==> config.mk <==
export PLATFORM = sky130hd
export DESIGN_NAME = widenc_front
export DESIGN_NICKNAME = d
export VERILOG_FILES = /design/src/design/widenc_pkg.sv /design/src/design/widenc_queue.sv /design/src/design/widenc_front.sv
export SDC_FILE = /design/constraint.sdc
export NUM_CORES = 1
export LEC_CHECK = 0
export BUFFER_PORTS_ARGS = -buffer_cell sky130_fd_sc_hd__buf_2
export CORE_AREA = 2 2 179 181
export DETAILED_ROUTE_END_ITERATION = 10
export DIE_AREA = 0 0 181 183
export PLACE_DENSITY = 0.82
export REMOVE_ABC_BUFFERS = 1
export SYNTH_ARGS = -nofsm -noshare
export SYNTH_HDL_FRONTEND = slang
export SYNTH_SLANG_ARGS = --single-unit
==> constraint.sdc <==
create_clock -name clock -period 12.3 [get_ports clock]
set_input_delay 2.46 -clock clock [delete_from_list [all_inputs] [get_ports clock]]
set_output_delay 2.46 -clock clock [all_outputs]
set_load 0.05 [all_outputs]
==> src/design/widenc_pkg.sv <==
// Shared types, constants and codes of the windowed interval diff encoder.
package widenc_pkg;

   // Field widths fixed by the interface.
   localparam int INDEX_W  = 32;
   localparam int WORD_W   = 64;
   localparam int WINDOW_W = 6;

   // Window register value after reset.
   localparam logic [WINDOW_W-1:0] WINDOW_RESET = 6'd8;

   // Default for the largest window the pending buffer is sized for.
   localparam int MAX_WINDOW_DEFAULT = 56;

   // Depth of the decoupling queues.
   localparam int QUEUE_DEPTH = 2;

   // Result kind codes.
   typedef enum logic [1:0] {
      KIND_START = 2'd0,
      KIND_DATA  = 2'd1,
      KIND_END   = 2'd2
   } kind_type;

   // Classified item handed from the front end to the back end.
   typedef struct packed {
      logic [INDEX_W-1:0] word_index;
      logic [WORD_W-1:0]  new_low;
      logic [WORD_W-1:0]  new_high;
      logic               final_pair;
      logic               low_changed;
      logic               high_changed;
   } cmd_type;

   // One result beat.
   typedef struct packed {
      kind_type           kind;
      logic [INDEX_W-1:0] position;
      logic [WORD_W-1:0]  payload;
      logic               last_of_item;
   } rsp_type;

   // Back-end sequencer steps, in the order in which they run for one item.
   typedef enum logic [2:0] {
      ST_IDLE      = 3'd0,
      ST_START     = 3'd1,
      ST_FLUSH     = 3'd2,
      ST_LOW       = 3'd3,
      ST_HIGH      = 3'd4,
      ST_HOLD_LOW  = 3'd5,
      ST_HOLD_HIGH = 3'd6,
      ST_END       = 3'd7
   } back_state_type;

endpackage

==> src/design/widenc_queue.sv <==
// Small first-in first-out queue used between the stages of the encoder.
module widenc_queue import widenc_pkg::*; #(
   parameter type item_type = cmd_type
) (
   input  logic     clock,
   input  logic     reset,
   input  logic     push,
   output logic     full,
   input  item_type wr_item,
   input  logic     pop,
   output logic     empty,
   output item_type rd_item
);

   localparam int PW   = (QUEUE_DEPTH > 1) ? $clog2(QUEUE_DEPTH) : 1;
   localparam int CNTW = $clog2(QUEUE_DEPTH + 1);

   item_type          slots_ff [QUEUE_DEPTH];
   logic [PW-1:0]     wr_ptr_ff, wr_ptr_in;
   logic [PW-1:0]     rd_ptr_ff, rd_ptr_in;
   logic [CNTW-1:0]   count_ff, count_in;
   logic              do_push, do_pop;

   // Status and handshake qualification.
   assign full    = (count_ff == CNTW'(QUEUE_DEPTH));
   assign empty   = (count_ff == '0);
   assign do_push = push && !full;
   assign do_pop  = pop && !empty;
   assign rd_item = slots_ff[rd_ptr_ff];

   // Pointer and occupancy update.
   always_comb begin
      wr_ptr_in = wr_ptr_ff;
      rd_ptr_in = rd_ptr_ff;
      count_in  = count_ff;
      if (do_push) begin
         wr_ptr_in = (wr_ptr_ff == PW'(QUEUE_DEPTH - 1)) ? '0 : wr_ptr_ff + PW'(1);
      end
      if (do_pop) begin
         rd_ptr_in = (rd_ptr_ff == PW'(QUEUE_DEPTH - 1)) ? '0 : rd_ptr_ff + PW'(1);
      end
      if (do_push && !do_pop) begin
         count_in = count_ff + CNTW'(1);
      end else if (do_pop && !do_push) begin
         count_in = count_ff - CNTW'(1);
      end
   end

   always_ff @(posedge clock) begin
      if (reset) begin
         wr_ptr_ff <= '0;
         rd_ptr_ff <= '0;
         count_ff  <= '0;
      end else begin
         wr_ptr_ff <= wr_ptr_in;
         rd_ptr_ff <= rd_ptr_in;
         count_ff  <= count_in;
      end
   end

   // Storage holds no control state and needs no reset.
   always_ff @(posedge clock) begin
      if (do_push) begin
         slots_ff[wr_ptr_ff] <= wr_item;
      end
   end

`ifndef SYNTHESIS
   assert property (@(posedge clock) disable iff (reset) count_ff <= CNTW'(QUEUE_DEPTH))
      else $error("queue occupancy beyond its depth");
   assert property (@(posedge clock) disable iff (reset)
      (do_push && !do_pop) |=> (count_ff == $past(count_ff) + CNTW'(1)))
      else $error("queue occupancy did not grow on a lone push");
   assert property (@(posedge clock) disable iff (reset)
      (count_ff == '0) |-> (wr_ptr_ff == rd_ptr_ff))
      else $error("queue pointers disagree while empty");
`endif

endmodule

==> src/design/widenc_front.sv <==
// Front end: accepts word pairs, compares them and queues the classified item.
module widenc_front import widenc_pkg::*; (
   input  logic               clock,
   input  logic               reset,
   input  logic               push,
   output logic               full,
   input  logic [INDEX_W-1:0] word_index,
   input  logic [WORD_W-1:0]  new_low,
   input  logic [WORD_W-1:0]  new_high,
   input  logic [WORD_W-1:0]  old_low,
   input  logic [WORD_W-1:0]  old_high,
   input  logic               final_pair,
   input  logic               cmd_pop,
   output logic               cmd_empty,
   output cmd_type            cmd_item
);

   cmd_type classified;

   // Compare each word against its reference and keep only what the back end needs.
   always_comb begin
      classified.word_index   = word_index;
      classified.new_low      = new_low;
      classified.new_high     = new_high;
      classified.final_pair   = final_pair;
      classified.low_changed  = (new_low != old_low);
      classified.high_changed = (new_high != old_high);
   end

   // Command queue that lets the front end run ahead of the back end.
   widenc_queue #(
      .item_type (cmd_type)
   ) u_cmd_queue (
      .clock   (clock),
      .reset   (reset),
      .push    (push),
      .full    (full),
      .wr_item (classified),
      .pop     (cmd_pop),
      .empty   (cmd_empty),
      .rd_item (cmd_item)
   );

endmodule

# --- After elaboration in Yosys (flattened, before gate mapping) ---
# Memory sizes are Yosys's and may differ from the RTL's. A register that Yosys moved wholly into a read port is not among the register bits.
# Index checks and enable logic that the tools add are counted.
word_totals:
  romBits: 0
  inputBits: 293
  ff_bits: 4
  n_memories: 1
  latch_bits: 0
  ram_bits: 326
classes:
  n_eq_ne: 3
  add_sub_neg: 4
  n_mul: 0
  magnitude_cmp: 0
  n_mux: 8
  bitwise_logic: 0
  n_shift: 0
  n_reduce_logical: 10
  div_mod_pow: 0
memory_table:
  columns: ["name", "depth", "width", "read_ports", "rd_ports_with_merged_regs", "wr", "line_no", "text"]
  rows:
  - ["u_cmd_queue.slots_ff", 2, 163, 1, 1, 1, "widenc_queue.sv:18", "item_type slots_ff [QUEUE_DEPTH];"]
ops:
  columns: ["op", "count"]
  rows:
  - ["64-bit inequality test", 2]
  - ["1-bit two-way mux", 6]
  - ["1-bit logical AND", 4]
  - ["1-bit zero test", 4]
  - ["2-bit two-way mux", 2]
  - ["1-bit adder (second input constant)", 2]
  - ["2-bit by 1-bit adder with 2-bit output (second input constant)", 1]
  - ["2-bit == test (second input constant)", 1]
  - ["2-bit zero test", 1]
  - ["2-bit nonzero test", 1]
  - ["2-bit by 1-bit subtractor with 2-bit output (second input constant)", 1]

# --- Longest topological paths before layout ---
# Gate-level depths: netlist (run 1).
depth:
  ltp_word: 7
  mapped_depth: 7

# --- Cells and area by module ---
# Synthesis (run 1) repeated with hierarchy kept, for this count alone.
hier_totals:
  hier_cells: 702
  area_unflattened_um2: 13635.6
modules_own_cells:
  columns: ["mod", "cells_per_inst", "seq_area_each_um2", "instances", "area_per_inst_um2"]
  rows:
  - ["widenc_queue", 532, 9889.5, 1, 12251.8]
  - ["widenc_front", 170, 0.0, 1, 1383.8]

# --- Least setup slack after synthesis (run 1) ---
# Ideal clock, no wire load.
synth_timing:
  kind: "input to register"
  start: "input push"
  end: "memory u_cmd_queue.slots_ff[0][0] in the netlist's numbering (enable)"
  t_required_ns: 11.612
  arrival_time_ns: 9.311
  setup_slack_ns: 2.302
  stages: 2
  setup_ns: 0.688
  cell_sequence: "nand2_1 -> nor2_1"
synth_between:
  elab_chain_len: 3
synth_lines:
  columns: ["item", "line_no", "text"]
  rows:
  - ["from (decl)", "widenc_front.sv:5", "input logic push,"]
  - ["1-bit logical AND", "widenc_queue.sv:27", "assign do_push = push && !full;"]
  - ["1-bit two-way mux", "widenc_queue.sv:63", "if (do_push) begin"]
  - ["1-bit two-way mux (not written as such)", "widenc_queue.sv:64", "slots_ff[wr_ptr_ff] <= wr_item;"]
  - ["to (decl)", "widenc_queue.sv:18", null]
# Every way passes these cells.

==> key figures, run 1 <==
Placed design
  – Hpwl dp: 23200 µm
  – Placer Congestion: 0.851
  – Setup WS pre-CTS: 7.52 ns
  – IO buf count: 457

Pwr
  – Static leakage: approximately 6.6 nW
  – VDD IR max: about 130 µV
  – Clock group share of total power: 25.3%
  – Cell-internal power: 2.47 mW
  – Pwr Density: 225 nW/µm²
  – P_sw: 1.45 mW
  – Flop pwr share: 38.5%
  – Comb pwr share: 36.2%
  – Switching Share: between 30% and 40%

Setup path
  – Critical Path End Type: primary output
  – WP data arrival: about 2.8 ns
  – CP required: roughly 9.8 ns
  – Crit path largest cell delay: approximately 0.83 ns
  – Critical path class: reg2out
  – Buf+Inv Stages, Crit Path: 2
  – Critical-path cell list: buf_4, mux2_2, buf_2
  – Critical path's slowest cell: buf_4
  – CP top delay family: buffers and inverters
  – Crit start category: flip-flop
  – Crit-path max FO: 73

Clocking
  – CTS tree: done
  – Clock Tree Root: clkbuf_16
  – Clk slew on worst S/H paths: about 0.060 ns
  – CTS H-tree depth: 2
  – Cts hold-fix bufs: 0
  – Post-CTS sizing: 0
  – Clock Tree Buf Depth: 3
  – Clock Sinks: 331
  – Worst-Skew Late Latency: 0.50 ns
  – CTS buffer count: 34
  – Post-CTS Setup Bufs: 0

Floorplan
  – Starting Density: 43.7%
  – Die width: 181 µm
  – Die area: 33100 µm²
  – Die height: 183 µm
  – IO Pins: 458
  – Core Area: ~31000 µm²
  – Num rows: between 60 and 70

Layout
  – Area Growth Syn to Fin: 27.8%
  – Share of cells above drive strength 1: 55.7%
  – Ant. Diodes: 0
  – Final nets: 1477

STA
  – Setup_tns: 0 ns
  – Setup violators final: 0
  – RSZ-0062 raised after global routing: no
  – Slew Viols, Final: 0
  – Final Hold Vio Count: 0
  – Final Skew: 0.0175 ns
  – FMAX: 189 MHz
  – Min Tclk post-route: 5.29 ns
  – Final Cycle Share: 43.0%
  – Max-slew headroom: 29.3%
  – Worst-Margin Slew: between 1 and 1.5 ns
  – Fin worst setup slack: about 7 ns

Synthesis
  – Seq/Total Area, Yosys: 72.5%
  – Netlist Area Pre-Place: 13600 µm²
  – Synth Register Bits: 331
  – Area leader, netlist: edfxtp_1
  – FFs w/ async S/R, synth: 0%
  – Syn Area/Cell: 19.4 µm²
  – Area contributors post-synth: edfxtp_1 72%, xnor2_1 8.2%, mux2_4 7.7%, mux2_2 7.7%, nand4_1 1.6%
  – Synth Instances: 702
  – Synth top cells by count: 326 x edfxtp_1, 128 x xnor2_1, 93 x mux2_2
  – Warnings, synthesis: 0
  – Share of the synthesized area in the top cell type: 71.8%
  – Synth Flop Type: edfxtp_1
  – Netlist cell types: 19
  – Post-synth EDFFs: 326
  – Top-count cell post-synth: edfxtp_1

Global route
  – GRT Residual Overflow: 0
  – Largest net degree at the start of global routing: 76
  – First-pass GRT wire length: around 45000 µm
  – Total Routing Usage GR: 18.1%
  – Vias in the first global route: 8222
  – Initial antenna violation count: 2

Detailed routing
  – ANT nets after route: 0
  – Drt wl/cell: 19.6 µm
  – DRC Markers: 0
  – Starting DRT DRC Count: 400
  – DR vias: 7997
  – Ratio of routed vias to standard cells: between 4 and 5
  – Drt pass-1 iters: 6
  – Final WL: 31500 µm

Job
  – Max Cap Violations: 0

Status
  – Status: finished, final reports clean

Worst hold path
  – Hold crit path type: reg2reg
-- metrics by stage --
stage	cells	power, mW	util (%)	hold slack [ns]	area, µm²
2_1_floorplan	684	2.71	-	0.472	13500
4_1_cts	1611	3.96	55.8	0.515	17400
5_1_grt	1611	4.06	55.8	0.538	17400
6_report	1611	3.92	55.8	0.521	17400
3_3_place_gp	1549	2.94	52.3	0.485	16300
3_5_place_dp	1549	2.96	52.3	0.499	16300
-- layer usage --
metal	GRT usage, %	wire length [µm]	share of wire, %
met1	19.6	11400	36
met3	5.20	2350	7.5
met4	7.25	1150	3.7
met5	0	7	0.022
met2	33.3	16600	53
-- cell families (layout without fill, tap and decap cells) --
family	Yosys count	count (layout)	share of synthesized area (%)
DFF	331	331	72.5
and+or+nand+nor	52	52	2.26
muxes	163	163	15.4
adders and majority gates	1	1	0.0918
xor gates and xnor gates	132	132	8.48
buffers and inverters	20	527	1.13
AOI/OAI and AO/OA	3	3	0.110
-- layout make-up --
type,instances,area (µm²)
flip-flops and latches,331,9890
inverters,2,7.51
clock inverters,13,106
clock buffers,49,981
fillers,2435,13800
repair buffers,463,2330
well taps,402,503
multi-input cells,351,3600
-- layout by cell type (no fill, tap or decap) --
cell type	n
clkbuf_1	11
clkbuf_8	1
edfxtp_1	326
or3_1	1
clkinv_2	4
inv_1	2
dfxtp_4	1
nand4_1	34
xnor2_1	128
nor4_1	8
nand2b_1	1
and3_4	1
a21oi_1	1
o21ai_0	2
dfxtp_1	4
clkbuf_16	37
ha_1	1
nor2_1	5
bufinv_16	2
buf_2	457
mux2_4	70
xor2_1	4
clkinv_1	7
mux2_2	93
buf_4	6
nand2_1	1
nor2_4	1
-- path summary, 6_finish.rpt --
kind / depth (start not counted) / slack, ns / to / startpoint
setup / recovery: 3 / 7.01 / cmd_item[149] / flip-flop
hold / removal: 2 / 0.52 / flip-flop / u_cmd_queue.rd_ptr_ff
setup reg to reg: 4 / 9.71 / u_cmd_queue.slots_ff[0][156] / u_cmd_queue.count_ff[0]
hold reg to reg: 2 / 0.52 / flip-flop / u_cmd_queue.rd_ptr_ff
-- worst min-delay path: cells and delay by family (launching register included) --
family | cells | cell delay [ns]
DFF | 1 | 0.33
xor gates and xnor gates | 1 | 0.09
and+or+nand+nor | 1 | 0.07
-- flip-flops by register name, summed over array words and instances, names as in the netlist, named ones only --
| signal | cells |
|---|---|
| u_cmd_queue.wr_ptr_ff | 1 |
| u_cmd_queue.rd_ptr_ff | 1 |
| u_cmd_queue.slots_ff | 326 |
| u_cmd_queue.count_ff | 2 |
-- power by group through the flow --
stage	combinational [mW]	sequential (mW)	clock (mW)
after floorplan	1.11	1.60	0
after global placement	1.41	1.52	0
after detailed placement	1.43	1.53	0
after CTS	1.43	1.51	1.02
after global routing	1.48	1.52	1.06
final	1.42	1.51	0.991
(Power assumes the default switching activity.)
==> inputs of run 2 (changes only) <==
- ABC_AREA: not set -> 1
- CORE_AREA: 2 2 179 181 -> not set
- CORE_ASPECT_RATIO: not set -> 1.75
- CORE_MARGIN: not set -> 2
- CORE_UTILIZATION: not set -> 47
- DIE_AREA: 0 0 181 183 -> not set
- PLACE_DENSITY: 0.82 -> 0.88
- clock period: 12.3 -> 4.6 ns (I/O delays scaled with it)
==> run 2 against run 1 <==
Core utilization is 3.3 points higher. Largest cell class unchanged. Largest power group unchanged. Register-to-register slack got worse by 7.4 ns. Via count grew 27%.
==> key figures, run 2 <==
Global route
  – GRT Residual Overflow: 0
  – Largest net degree at the start of global routing: around 170
  – Vias in the first global route: 10200
  – Met2 Resource Use GR: 38.4%
  – Total Routing Usage GR: 20.5%
  – Initial antenna violation count: 11
  – GRT busiest layer: met2
  – Routing usage on met1: 22.1%
  – Met3 usage: ~3.3%
  – First-pass GRT wire length: 52900 µm

Synthesis
  – Synth Flop Type: edfxtp_1
  – Netlist Area Pre-Place: approximately 15000 µm²
  – Syn Area/Cell: 12.5 µm²
  – Warnings, synthesis: 0
  – FFs w/ async S/R, synth: 0%
  – Seq/Total Area, Yosys: 66.9%
  – Area contributors post-synth: edfxtp_1 66%, nand2_1 7.5%, mux2_4 7.1%, mux2_2 7.1%, inv_1 4.7%
  – Area leader, netlist: edfxtp_1
  – Synth top cells by count: 326 x edfxtp_1, 295 x nand2_1, 184 x inv_1
  – Share of the synthesized area in the top cell type: between 60% and 70%
  – Post-synth EDFFs: 326
  – Synth Instances: ~1200
  – Top-count cell post-synth: edfxtp_1
  – Netlist cell types: 17
  – Synth Register Bits: roughly 330

Layout
  – Area Growth Syn to Fin: 24.8%
  – Top reg by flops: u_cmd_queue.slots_ff
  – Final std cells w/o fill: 2090
  – Max reg flops: ~330
  – Largest registers: u_cmd_queue.slots_ff (326), u_cmd_queue.count_ff (2)
  – Commonest non-fill, non-tap cell in the layout: buf_2
  – Final nets: a little under 2000
  – Share of cells above drive strength 1: between 30% and 40%
  – Most frequent cells in the layout: 457 x buf_2, 326 x edfxtp_1, 295 x nand2_1

Setup path
  – Critical path class: reg2out
  – Critical-path cell list: buf_12, mux2_2, buf_2
  – WP data arrival: around 2.2 ns
  – Buf+Inv Stages, Crit Path: 2
  – Crit path largest cell delay: 0.49 ns
  – Critical Path End Type: primary output
  – CP top delay family: buffers and inverters
  – Critical path's slowest cell: buf_12
  – Crit-path max FO: ~110
  – Crit start category: flip-flop
  – CP required: 3.68 ns

Placed design
  – Hpwl dp: 26400 µm
  – Placed Instances: just over 2000
  – Setup WS pre-CTS: 1.92 ns
  – Placer Congestion: 0.897
  – IO buf count: 457

Clocking
  – Post-CTS sizing: 0
  – Cts hold-fix bufs: 0
  – Post-CTS Setup Bufs: 0
  – CTS tree: done
  – Clock Tree Root: clkbuf_16
  – Clock Sinks: roughly 330
  – CTS buffer count: 29
  – CTS H-tree depth: 1
  – Clock Tree Buf Depth: 3
  – Worst-Skew Late Latency: 0.54 ns
  – Clk slew on worst S/H paths: 0.07 ns

STA
  – Final Hold Vio Count: 0
  – FMAX: 324 MHz
  – Setup_tns: 0 ns
  – Slew Viols, Final: 0
  – Fin worst setup slack: about 1.5 ns
  – Final Skew: 0.00995 ns
  – Worst-Margin Slew: 1.19 ns
  – Setup violators final: 0
  – Final Cycle Share: 67.2%
  – RSZ-0062 raised after global routing: no
  – Max-slew headroom: about a fifth
  – Min Tclk post-route: 3.09 ns

Floorplan
  – IO Pins: around 460
  – Num rows: 86
  – Die area: 33000 µm²
  – Die height: around 240 µm
  – Die width: approximately 140 µm
  – Core Area: 31200 µm²
  – Starting Density: 47.4%

Pwr
  – Pwr Density: around 520 nW/µm²
  – Static leakage: 8.38 nW
  – VDD IR max: 488 µV

Status
  – Status: finished, final reports clean

Detailed routing
  – Drt wl/cell: 17.2 µm
  – Final WL: 35900 µm
  – DR vias: 10200
  – DRC Markers: 0
  – ANT nets after route: 0
  – Drt pass-1 iters: 4
  – Ratio of routed vias to standard cells: between 4 and 5
  – Starting DRT DRC Count: 502

Job
  – Max Cap Violations: 0

Worst hold path
  – Hold crit path type: reg2reg
==> run 2: layer usage <==
| metal | vias to the layer above | wire, µm |
|---|---|---|
| met5 | - | 13 |
| met4 | 2 | 1660 |
| met3 | 98 | 1930 |
| met2 | 395 | 19500 |
| met1 | 4787 | 12700 |
| li1 | 4868 | - |
==> run 2: area by class of cell <==
| class | instances | area, µm² |
|---|---|---|
| antenna | 11 | 27.5 |
| clock buffer | 42 | 835 |
| clock inverter | 11 | 61.3 |
| fill | 2472 | 12800 |
| inverter | 184 | 691 |
| multi-input combinational | 652 | 4080 |
| sequential | 331 | 9890 |
| tap | 396 | 495 |
| timing repair buffer | 463 | 2370 |
==> run 2: worst paths after layout <==
kind                           startpoint                      endpoint  slack (ns)  depth (start not counted)
hold reg to reg     u_cmd_queue.rd_ptr_ff                     flip-flop        0.49                          2
hold / removal      u_cmd_queue.rd_ptr_ff                     flip-flop        0.49                          2
setup reg to reg  u_cmd_queue.count_ff[0]  u_cmd_queue.slots_ff[1][130]        2.36                          3
setup / recovery                flip-flop                  cmd_item[54]        1.51                          3
==> run 2: worst min-delay path: stages (launching register included) <==
cell	delay, ns
dfxtp_1	0.31
nand2_1	0.08
a21oi_1	0.07
==> run 2: per-stage QoR <==
| stage | util, % | hold slack (ns) | cell area (µm²) | power [mW] |
|---|---|---|---|---|
| 2_1_floorplan | - | 0.456 | 14600 | 6.81 |
| 3_3_place_gp | 56.2 | 0.468 | 17500 | 7.39 |
| 3_5_place_dp | 56.2 | 0.479 | 17500 | 7.46 |
| 4_1_cts | 59.0 | 0.496 | 18400 | 9.77 |
| 5_1_grt | 59.1 | 0.528 | 18400 | 10.0 |
| 6_report | 59.1 | 0.494 | 18500 | 9.68 |
==> run 2: logic make-up (layout without fill, tap and decap cells) <==
family          Yosys count  after routing  synth area share (%)
flops                   331            331                  66.9
buf+inv                 202            700                  5.66
mux                     163            163                  14.2
other cells               0             11                     0
xor+xnor                 20             20                  1.18
fa+ha+maj                 1              1                0.0846
compound gates           10             10                 0.372
simple gates            458            458                  11.6
==> run 2: report_power, final <==
part	total [mW]	internal (mW)	switching (mW)
logic	3.47	0.998	2.47
registers	3.92	3.82	0.108
clock network	2.28	1.26	1.03
total	9.68	6.07	3.60
